==> src/hw/rtl/cell_voltage_scan_aggregator_macros.svh <==
// Assertion macros for the cell voltage scan aggregator.
// Both macros expect clk_i and rst_ni to be visible where they are used.
`ifndef CELL_VOLTAGE_SCAN_AGGREGATOR_MACROS_SVH
`define CELL_VOLTAGE_SCAN_AGGREGATOR_MACROS_SVH

// Checked at every rising edge outside reset.
`define CVSA_ASSERT(name, prop, msg) \
  name: assert property (@(posedge clk_i) disable iff (!rst_ni) prop) else $error(msg);

// Checked at every rising edge, reset included.
`define CVSA_ASSERT_ALWAYS(name, prop, msg) \
  name: assert property (@(posedge clk_i) prop) else $error(msg);

`endif

==> src/hw/rtl/cvsa_pkg.sv <==
// Shared widths and constants of the cell voltage scan aggregator.
// Used by the channel interfaces and the top level; depends on nothing.
package cvsa_pkg;

  localparam int BoardW   = 3;
  localparam int CellW    = 5;
  localparam int CodeW    = 16;
  localparam int CurW     = 21;
  localparam int LimitW   = 20;
  localparam int VoltW    = 17;
  localparam int SumW     = 24;
  localparam int IdxWideW = 9;

  localparam int BoardCount    = 8;
  localparam int CellsPerBoard = 18;

  localparam logic signed [VoltW-1:0] VoltOffset = 17'sd10000;
  localparam logic [LimitW-1:0]       LimitReset = 20'd200;

endpackage

==> src/hw/rtl/cvsa_in_if.sv <==
// Reading channel: one cell reading per transaction with valid/ready.
// Depends on cvsa_pkg for the field widths.
interface cvsa_in_if;
  logic                                 valid;
  logic                                 ready;
  logic [cvsa_pkg::BoardW-1:0]          board_index;
  logic [cvsa_pkg::CellW-1:0]           cell_index;
  logic signed [cvsa_pkg::CodeW-1:0]    raw_code;
  logic signed [cvsa_pkg::CurW-1:0]     pack_current;
  logic                                 last_reading;

  modport source (output valid, board_index, cell_index, raw_code, pack_current,
                  last_reading, input ready);
  modport sink   (input valid, board_index, cell_index, raw_code, pack_current,
                  last_reading, output ready);
endinterface

==> src/hw/rtl/cvsa_out_if.sv <==
// Result channel: one aggregated result per transaction with valid/ready.
// Depends on cvsa_pkg for the field widths.
interface cvsa_out_if;
  logic                              valid;
  logic                              ready;
  logic signed [cvsa_pkg::VoltW-1:0] cell_volts;
  logic signed [cvsa_pkg::SumW-1:0]  pack_sum;
  logic signed [cvsa_pkg::VoltW-1:0] scan_min;
  logic signed [cvsa_pkg::VoltW-1:0] scan_max;
  logic signed [cvsa_pkg::VoltW-1:0] open_circuit_volts;
  logic                              scan_done;

  modport source (output valid, cell_volts, pack_sum, scan_min, scan_max,
                  open_circuit_volts, scan_done, input ready);
  modport sink   (input valid, cell_volts, pack_sum, scan_min, scan_max,
                  open_circuit_volts, scan_done, output ready);
endinterface

==> src/hw/rtl/cell_voltage_scan_aggregator.sv <==
// Cell voltage scan aggregator: scan sum, minimum, maximum and open-circuit store.
// Depends on cvsa_pkg, cvsa_in_if, cvsa_out_if and the assertion macro header.
//
// Channel     | Direction | Carries
// reading_i   | in        | board, cell, ADC code, pack current, last flag
// result_o    | out       | volts, pack sum, scan min/max, open-circuit volts, done
// cfg_*_i     | in        | open-circuit current limit, written directly
//
// One transaction per cycle is accepted unless the result stalls; its result is registered.
// The store is a single-port-write memory of BoardCount*CellsPerBoard entries with a
// registered read; reads and writes of one reading happen in its acceptance cycle.
// Reset clears the accumulators and the store's valid bits at once, with no sweep.
// When the result is stalled, the reading channel is held off in the same cycle.
`include "cell_voltage_scan_aggregator_macros.svh"

module cell_voltage_scan_aggregator #(
  parameter int BoardCount    = cvsa_pkg::BoardCount,
  parameter int CellsPerBoard = cvsa_pkg::CellsPerBoard
) (
  input  logic                          clk_i,
  input  logic                          rst_ni,
  cvsa_in_if.sink                       reading_i,
  cvsa_out_if.source                    result_o,
  input  logic                          cfg_we_i,
  input  logic [cvsa_pkg::LimitW-1:0]   cfg_wdata_i
);

  localparam int Depth = BoardCount * CellsPerBoard;
  localparam int IdxW  = (Depth > 1) ? $clog2(Depth) : 1;
  localparam int VW    = cvsa_pkg::VoltW;
  localparam int SW    = cvsa_pkg::SumW;
  localparam int IWW   = cvsa_pkg::IdxWideW;

  logic [cvsa_pkg::LimitW-1:0] limit_q;

  logic signed [SW-1:0] sum_q, sum_d;
  logic signed [VW-1:0] min_q, min_d, max_q, max_d;
  logic                 started_q, started_d;

  logic                 accept;
  logic signed [VW-1:0] volts;
  logic signed [SW-1:0] sum_new;
  logic signed [VW-1:0] min_new, max_new;
  logic [cvsa_pkg::CurW-1:0] cur_mag;
  logic                 snap, in_range, wr_en;
  logic [IWW-1:0]       idx_wide;
  logic [IdxW-1:0]      idx;

  logic [VW-1:0]        mem_q [Depth];
  logic [Depth-1:0]     vld_q;
  logic [VW-1:0]        rd_data_q;
  logic                 rd_vld_q;

  logic                 s1_valid_q;
  logic signed [VW-1:0] s1_volts_q, s1_min_q, s1_max_q;
  logic signed [SW-1:0] s1_sum_q;
  logic                 s1_inr_q, s1_snap_q, s1_last_q;

  assign reading_i.ready = !s1_valid_q || result_o.ready;
  assign accept          = reading_i.valid && reading_i.ready;

  always_comb begin
    volts    = VW'(reading_i.raw_code) + cvsa_pkg::VoltOffset;
    cur_mag  = reading_i.pack_current[cvsa_pkg::CurW-1] ?
               (~reading_i.pack_current + 1'b1) : reading_i.pack_current;
    snap     = cur_mag < {1'b0, limit_q};
    in_range = (32'(reading_i.board_index) < BoardCount) &&
               (32'(reading_i.cell_index) < CellsPerBoard);
    idx_wide = IWW'(reading_i.board_index) * IWW'(CellsPerBoard) +
               IWW'(reading_i.cell_index);
    idx      = idx_wide[IdxW-1:0];
    wr_en    = accept && in_range && snap;

    sum_new  = sum_q + SW'(volts);
    if (!started_q) begin
      min_new = volts;
      max_new = volts;
    end else begin
      min_new = (volts < min_q) ? volts : min_q;
      max_new = (volts > max_q) ? volts : max_q;
    end

    sum_d     = sum_q;
    min_d     = min_q;
    max_d     = max_q;
    started_d = started_q;
    if (accept) begin
      if (reading_i.last_reading) begin
        sum_d     = '0;
        min_d     = '0;
        max_d     = '0;
        started_d = 1'b0;
      end else begin
        sum_d     = sum_new;
        min_d     = min_new;
        max_d     = max_new;
        started_d = 1'b1;
      end
    end
  end

  always_ff @(posedge clk_i or negedge rst_ni) begin
    if (!rst_ni) begin
      limit_q    <= cvsa_pkg::LimitReset;
      sum_q      <= '0;
      min_q      <= '0;
      max_q      <= '0;
      started_q  <= 1'b0;
      vld_q      <= '0;
      rd_vld_q   <= 1'b0;
      s1_valid_q <= 1'b0;
    end else begin
      if (cfg_we_i) begin
        limit_q <= cfg_wdata_i;
      end
      sum_q     <= sum_d;
      min_q     <= min_d;
      max_q     <= max_d;
      started_q <= started_d;
      if (wr_en) begin
        vld_q[idx] <= 1'b1;
      end
      if (accept) begin
        rd_vld_q   <= vld_q[idx];
        s1_valid_q <= 1'b1;
      end else if (result_o.ready) begin
        s1_valid_q <= 1'b0;
      end
    end
  end

  // Store entry written and read in the cycle of acceptance; the read sees earlier writes.
  always_ff @(posedge clk_i) begin
    if (wr_en) begin
      mem_q[idx] <= volts;
    end
    if (accept) begin
      rd_data_q <= mem_q[idx];
    end
  end

  always_ff @(posedge clk_i) begin
    if (accept) begin
      s1_volts_q <= volts;
      s1_sum_q   <= sum_new;
      s1_min_q   <= min_new;
      s1_max_q   <= max_new;
      s1_inr_q   <= in_range;
      s1_snap_q  <= snap;
      s1_last_q  <= reading_i.last_reading;
    end
  end

  assign result_o.valid      = s1_valid_q;
  assign result_o.cell_volts = s1_volts_q;
  assign result_o.pack_sum   = s1_sum_q;
  assign result_o.scan_min   = s1_min_q;
  assign result_o.scan_max   = s1_max_q;
  assign result_o.scan_done  = s1_last_q;

  always_comb begin
    if (!s1_inr_q) begin
      result_o.open_circuit_volts = '0;
    end else if (s1_snap_q) begin
      result_o.open_circuit_volts = s1_volts_q;
    end else if (rd_vld_q) begin
      result_o.open_circuit_volts = rd_data_q;
    end else begin
      result_o.open_circuit_volts = '0;
    end
  end

  `CVSA_ASSERT(a_last_closes_scan, accept && reading_i.last_reading |=> !started_q, "scan not closed after last reading")
  `CVSA_ASSERT(a_nonlast_opens_scan, accept && !reading_i.last_reading |=> started_q, "scan not open after a reading")
  `CVSA_ASSERT(a_min_le_max, started_q |-> (min_q <= max_q), "scan minimum above maximum")
  `CVSA_ASSERT(a_stall_holds_read, s1_valid_q && !result_o.ready |=> $stable(rd_data_q) && $stable(rd_vld_q), "store read data changed under stall")
  `CVSA_ASSERT_ALWAYS(a_reset_no_result, !rst_ni |-> !s1_valid_q, "result valid during reset")

endmodule
==> src/flat_wrapper.sv <==
// flat-port wrapper written by rule: the top's interface ports become plain ports
module cell_voltage_scan_aggregator_flat 
#(
  parameter int BoardCount    = cvsa_pkg::BoardCount,
  parameter int CellsPerBoard = cvsa_pkg::CellsPerBoard
)
  (clk_i, rst_ni, cfg_we_i, cfg_wdata_i, reading_i_valid, reading_i_board_index, reading_i_cell_index, reading_i_raw_code, reading_i_pack_current, reading_i_last_reading, reading_i_ready, result_o_valid, result_o_cell_volts, result_o_pack_sum, result_o_scan_min, result_o_scan_max, result_o_open_circuit_volts, result_o_scan_done, result_o_ready);
  cvsa_in_if reading_i_i ();
  cvsa_out_if result_o_i ();
  input  logic clk_i;
  input  logic rst_ni;
  input  logic cfg_we_i;
  input  logic [cvsa_pkg::LimitW-1:0] cfg_wdata_i;
  input wire logic [$bits(reading_i_i.valid)-1:0] reading_i_valid;
  input wire logic [$bits(reading_i_i.board_index)-1:0] reading_i_board_index;
  input wire logic [$bits(reading_i_i.cell_index)-1:0] reading_i_cell_index;
  input wire logic [$bits(reading_i_i.raw_code)-1:0] reading_i_raw_code;
  input wire logic [$bits(reading_i_i.pack_current)-1:0] reading_i_pack_current;
  input wire logic [$bits(reading_i_i.last_reading)-1:0] reading_i_last_reading;
  output wire logic [$bits(reading_i_i.ready)-1:0] reading_i_ready;
  output wire logic [$bits(result_o_i.valid)-1:0] result_o_valid;
  output wire logic [$bits(result_o_i.cell_volts)-1:0] result_o_cell_volts;
  output wire logic [$bits(result_o_i.pack_sum)-1:0] result_o_pack_sum;
  output wire logic [$bits(result_o_i.scan_min)-1:0] result_o_scan_min;
  output wire logic [$bits(result_o_i.scan_max)-1:0] result_o_scan_max;
  output wire logic [$bits(result_o_i.open_circuit_volts)-1:0] result_o_open_circuit_volts;
  output wire logic [$bits(result_o_i.scan_done)-1:0] result_o_scan_done;
  input wire logic [$bits(result_o_i.ready)-1:0] result_o_ready;
  assign reading_i_i.valid = reading_i_valid;
  assign reading_i_i.board_index = reading_i_board_index;
  assign reading_i_i.cell_index = reading_i_cell_index;
  assign reading_i_i.raw_code = reading_i_raw_code;
  assign reading_i_i.pack_current = reading_i_pack_current;
  assign reading_i_i.last_reading = reading_i_last_reading;
  assign reading_i_ready = reading_i_i.ready;
  assign result_o_valid = result_o_i.valid;
  assign result_o_cell_volts = result_o_i.cell_volts;
  assign result_o_pack_sum = result_o_i.pack_sum;
  assign result_o_scan_min = result_o_i.scan_min;
  assign result_o_scan_max = result_o_i.scan_max;
  assign result_o_open_circuit_volts = result_o_i.open_circuit_volts;
  assign result_o_scan_done = result_o_i.scan_done;
  assign result_o_i.ready = result_o_ready;
  cell_voltage_scan_aggregator #(.BoardCount(BoardCount), .CellsPerBoard(CellsPerBoard)) u_core (.clk_i(clk_i), .rst_ni(rst_ni), .reading_i(reading_i_i), .result_o(result_o_i), .cfg_we_i(cfg_we_i), .cfg_wdata_i(cfg_wdata_i));
endmodule
==> config.mk <==
export PLATFORM = sky130hd
export DESIGN_NAME = cell_voltage_scan_aggregator_flat
export DESIGN_NICKNAME = d
export VERILOG_FILES = /design/src/hw/rtl/cvsa_pkg.sv /design/src/hw/rtl/cvsa_in_if.sv /design/src/hw/rtl/cvsa_out_if.sv /design/src/hw/rtl/cell_voltage_scan_aggregator.sv /design/src/flat_wrapper.sv
export VERILOG_INCLUDE_DIRS = /design/src /design/src/hw/rtl
export SDC_FILE = /design/constraint.sdc
export NUM_CORES = 2
export LEC_CHECK = 0
export BUFFER_PORTS_ARGS = -buffer_cell sky130_fd_sc_hd__buf_4
export CAP_MARGIN = 20
export CORE_MARGIN = 2
export CORE_UTILIZATION = 62
export DETAILED_ROUTE_END_ITERATION = 10
export MAX_ROUTING_LAYER = met4
export PLACE_DENSITY = 0.79
export SLEW_MARGIN = 20
export SYNTH_ARGS = -nofsm -noshare
export SYNTH_HDL_FRONTEND = slang
export SYNTH_SLANG_ARGS = --single-unit
==> constraint.sdc <==
create_clock -name clk_i -period 5.8 [get_ports clk_i]
set_clock_uncertainty 0.05 [all_clocks]
set_input_delay 0 -clock clk_i [delete_from_list [all_inputs] [get_ports clk_i]]
set_output_delay 0 -clock clk_i [all_outputs]
set_load 0.02 [all_outputs]
==> impl_summary.txt <==
----------------------------------------------------
[Clocking]
  TritonCTS buffer count ... 285
  Clock-pin slew on the worst setup and hold paths ... 0.06 ns
  Post-CTS setup buffer count ... 0
  Number of cells upsized or downsized after cts ... 0
  Clock insertion delay at the later pin of the skew report ... 0.94 ns
  Htree depth ... 5
  Cell at the root of the clock tree ... sky130_fd_sc_hd__clkbuf_16
  Number of buffers added to fix hold violations after cts ... 113
  Buffers from clock root to sink, at most ... 4
  Sinks on Clock Net ... 2768
  TritonCTS clock tree ... built

[Job]
  Max-cap check violation count ... 0

[Synthesis]
  Netlist area before placement ... 109800 sq um
  Simple-gate area share of the yosys netlist ... 0.02516
  Net count after synthesis ... 5286
  Area share of fa/ha/maj cells after synthesis ... 0.009709
  Average size of a mapped cell ... 21.40 sq um
  Number of distinct library cells after synthesis ... 72
  Number of flops mapped to enable cells by yosys ... 2543
  Main combinational cell family by area after synthesis ... multiplexers
  Primary FF master, synth ... sky130_fd_sc_hd__edfxtp_1
  Synth Warn # ... 0
  Multiplexer fraction of the synthesized cell area ... 0.1697
  Flip-flop and latch count after synthesis ... 2768
  Proportion of synthesized chip area in sequential cells ... 0.7468
  XOR/XNOR share of the synthesized area ... 0.004376
  Synth Instances ... 5131
  Share of the synthesized area in compound gates (AO/OA/AOI/OAI) ... 0.02817
  Post-synth ARST share ... 0.08129

[Detailed routing]
  Total vias in the final route ... 58660
  DR DRC count ... 0
  Detailed Route WL ... 308800 um
  Detail Route Antenna Nets ... 0
  WL per Instance ... 37.44 um
  Number of iterations in the first detailed-routing pass ... 6
  Per-cell via count in the routed design ... 7.111
  Detailed router's first-iteration violation count ... 9329

[Place]
  Area of placed instances ... 115300 sq um
  Number of port buffers ... 165
  Detailed-placement wirelength estimate ... 174000 um
  Pre-CTS worst setup slack ... 0.6333 ns
  Total placed cells including tap cells ... 7618
  Final Wtd Congestion ... 0.9705

[Timing]
  Total setup violations reported at the end of the flow ... 0
  RSZ-0062 raised after global routing ... no
  Fin. Hold Viols ... 0
  Worst relative slew slack ... 0.1992
  Crit share post-route ... 0.8300
  Slew @ Worst Pin ... 1.201 ns
  Final Max Slew Viols ... 0
  Fin crit period ... 4.814 ns
  Max frequency ... 207.7 MHz
  Setup Total Neg Slack ... 0 ns
  Final worst slack ... 0.9859 ns

[Power]
  Leakage power figure ... 41.55 nW
  Peak VDD IR ... 0.0003414 V
  Power per standard cell area ... 370.0 nW/um^2

[Floorplanning]
  I/O pin total ... 166
  Die X ... 424.8 um
  Core region area ... 176100 sq um
  Die ar. ... 180500 sq um
  Starting density of the core ... 0.6235
  Die Ht ... 424.8 um
  Std-Cell Rows ... 154

[Final layout]
  Synth-to-layout area growth ... 14.32%
  Reg area ... 82000 sq um
  Non-filler cells, final ... 8249
  Number of fillers in the final layout ... 9647
  Area taken by multi-input logic gates ... 26640 sq um
  Final std cell area, no fill ... 125500 sq um
  Total number of nets in the final design ... 5833
  Fraction of final layout cells with drive strength greater than 1 ... 0.3115

[Critical path]
  Arrival time reported for the critical path endpoint ... 5.59 ns
  Kind of start point of the critical path ... primary input
  Crit Path Category ... primary input to flip-flop
  Worst path required time ... 6.58 ns
  Critical path capture point type ... flip-flop
  Critical-path maximum fanout ... 37

[Global route]
  Wire length of the first global-routing pass ... 438100 um
  Number of global-route vias before repair ... 58260
  Global route overflow ... 0
  Initial antenna violation count ... 23
  Tot GR Track Use ... 0.3583
  Largest net degree at the start of global routing ... 150

[Status]
  Status ... finished, final reports clean

[Min path]
  Hold WC Path Type ... primary input to flip-flop

----------------------------------------------------
cells in the mapped netlist, types with 9 or more instances:
library cell / number / area [sq um]
sky130_fd_sc_hd__a22oi_1: 21 / 157.7
sky130_fd_sc_hd__nor3_1: 13 / 65.06
sky130_fd_sc_hd__and2_1: 9 / 56.30
sky130_fd_sc_hd__or2_1: 30 / 187.7
sky130_fd_sc_hd__dfrtp_1: 222 / 5555
sky130_fd_sc_hd__o31ai_1: 12 / 90.09
sky130_fd_sc_hd__nand3_2: 10 / 100.1
sky130_fd_sc_hd__o21bai_1: 116 / 870.8
sky130_fd_sc_hd__nor2b_1: 63 / 394.1
sky130_fd_sc_hd__nand3_1: 29 / 145.1
sky130_fd_sc_hd__o22ai_1: 9 / 56.30
sky130_fd_sc_hd__buf_2: 99 / 495.5
sky130_fd_sc_hd__o21ai_0: 60 / 300.3
sky130_fd_sc_hd__nand2_1: 134 / 503.0
sky130_fd_sc_hd__xnor2_1: 41 / 359.1
sky130_fd_sc_hd__a22o_1: 53 / 464.2
sky130_fd_sc_hd__a21o_1: 29 / 217.7
sky130_fd_sc_hd__a21oi_1: 91 / 455.4
sky130_fd_sc_hd__buf_6: 32 / 360.4
sky130_fd_sc_hd__nor2_1: 197 / 739.5
sky130_fd_sc_hd__buf_4: 27 / 202.7
sky130_fd_sc_hd__edfxtp_1: 2543 / 76360
sky130_fd_sc_hd__or2_2: 18 / 112.6
sky130_fd_sc_hd__clkbuf_1: 103 / 386.6
sky130_fd_sc_hd__mux4_2: 802 / 18060
sky130_fd_sc_hd__ha_1: 82 / 1026
sky130_fd_sc_hd__mux2_2: 21 / 236.5
sky130_fd_sc_hd__o21ai_1: 14 / 70.07
sky130_fd_sc_hd__mux2i_1: 33 / 330.3
sky130_fd_sc_hd__nand2b_1: 16 / 100.1
sky130_fd_sc_hd__xor2_1: 12 / 105.1
sky130_fd_sc_hd__inv_1: 77 / 289.0
sequential cells by signal, indices dropped and copies added (netlist names):
| name | cells |
|---|---|
| u_core.started_q | 1 |
| u_core.limit_q | 20 |
| u_core.s1_snap_q | 1 |
| u_core.min_q | 17 |
| u_core.sum_q | 24 |
| u_core.result_o.cell_volts | 17 |
| u_core.mem_q | 2448 |
| u_core.vld_q | 144 |
| u_core.result_o.scan_max | 17 |
| u_core.result_o.pack_sum | 24 |
| u_core.max_q | 17 |
| u_core.result_o.scan_min | 17 |
| u_core.result_o.scan_done | 1 |
| u_core.s1_inr_q | 1 |
| u_core.result_o.valid | 1 |
| u_core.rd_data_q | 17 |
| u_core.rd_vld_q | 1 |
per-layer routing:
layer	global-route usage	vias up	part of all wire
met5	-	-	0
met4	0.1712	0	0.058
met3	0.08364	869	0.12
met2	0.5332	4894	0.47
met1	0.4764	30520	0.34
li1	-	22370	-
worst paths after layout:
| kind | startpoint | to | slack [ns] | depth (start not counted) |
|---|---|---|---|---|
| worst max-delay path | reading_i_raw_code[4] | u_core.min_q[5] | 0.99 | 14 |
| worst min-delay path | reading_i_raw_code[4] | u_core.mem_q[98][4] | 0.08 | 3 |
| worst max register to register | u_core.limit_q[6] | u_core.mem_q[112][14] | 1.55 | 10 |
| worst min register to register | u_core.vld_q[106] | u_core.vld_q[106] | 0.42 | 1 |
| max in group asynchronous | rst_ni | u_core.vld_q[36] | 4.65 | 4 |
| min in group asynchronous | rst_ni | u_core.limit_q[2] | 0.13 | 4 |
cell usage in the layout, fill, tap and decap left out, types with 80 or more instances in the layout:
cell                            netlist  layout
sky130_fd_sc_hd__nand2_1            134     132
sky130_fd_sc_hd__nor2_2               0     127
sky130_fd_sc_hd__clkbuf_16            0     291
sky130_fd_sc_hd__a21oi_1             91      91
sky130_fd_sc_hd__buf_4               27     391
sky130_fd_sc_hd__mux4_2             802     802
sky130_fd_sc_hd__ha_1                82      80
sky130_fd_sc_hd__dfrtp_1            222     222
sky130_fd_sc_hd__edfxtp_1          2543    2543
sky130_fd_sc_hd__dlygate4sd3_1        0     112
sky130_fd_sc_hd__o21bai_1           116     116
cell type report:
cell class / instances / area share
Timing Repair Buffer: 529 / 0.03630
Clock inverter: 141 / 0.01102
Multi-Input combinational cell: 2015 / 0.2122
Clock buffer: 355 / 0.06104
Sequential cell: 2768 / 0.6532
Antenna cell: 22 / 0.0004386
Tap cell: 2340 / 0.02332
Inverter: 79 / 0.002402
power breakdown:
part           total [mW]  switching (mW)  internal (mW)
sequential           22.7           0.208           22.4
combinational        5.71            3.62           2.10
clock                18.1            7.55           10.5
worst max-delay path, cell delays in order:
cell and delay (ns):
sky130_fd_sc_hd__dlygate4sd3_1 0.54, sky130_fd_sc_hd__buf_4 0.19, sky130_fd_sc_hd__ha_1 0.20, sky130_fd_sc_hd__a311oi_1 0.66, sky130_fd_sc_hd__a21oi_1 0.21, sky130_fd_sc_hd__nor2_1 0.32
sky130_fd_sc_hd__xnor2_4 0.23, sky130_fd_sc_hd__buf_4 0.47, sky130_fd_sc_hd__ha_1 0.36, sky130_fd_sc_hd__a211oi_1 0.45, sky130_fd_sc_hd__nand2_1 0.15, sky130_fd_sc_hd__o21ai_2 0.84
sky130_fd_sc_hd__and2_1 0.70, sky130_fd_sc_hd__a22o_1 0.25
logic make-up after synthesis:
kind of cell	after synthesis
XOR/XNOR	54
multiplexers	856
buffers and inverters	348
flip-flops	2768
adder cells (fa/ha/maj)	84
AO/OA/AOI/OAI	454
AND/OR/NAND/NOR	567
through the flow:
step,util,power [mW],hold slack (ns)
2_1_floorplan,-,26.27,-0.3456
3_3_place_gp,0.6545,28.31,-0.04328
3_5_place_dp,0.6545,28.45,-0.04353
4_1_cts,0.7124,46.36,0.00001699
5_1_grt,0.7127,47.41,0.06853
6_report,0.7127,46.45,0.08289
No activity file was read; power rests on OpenSTA's default activity.
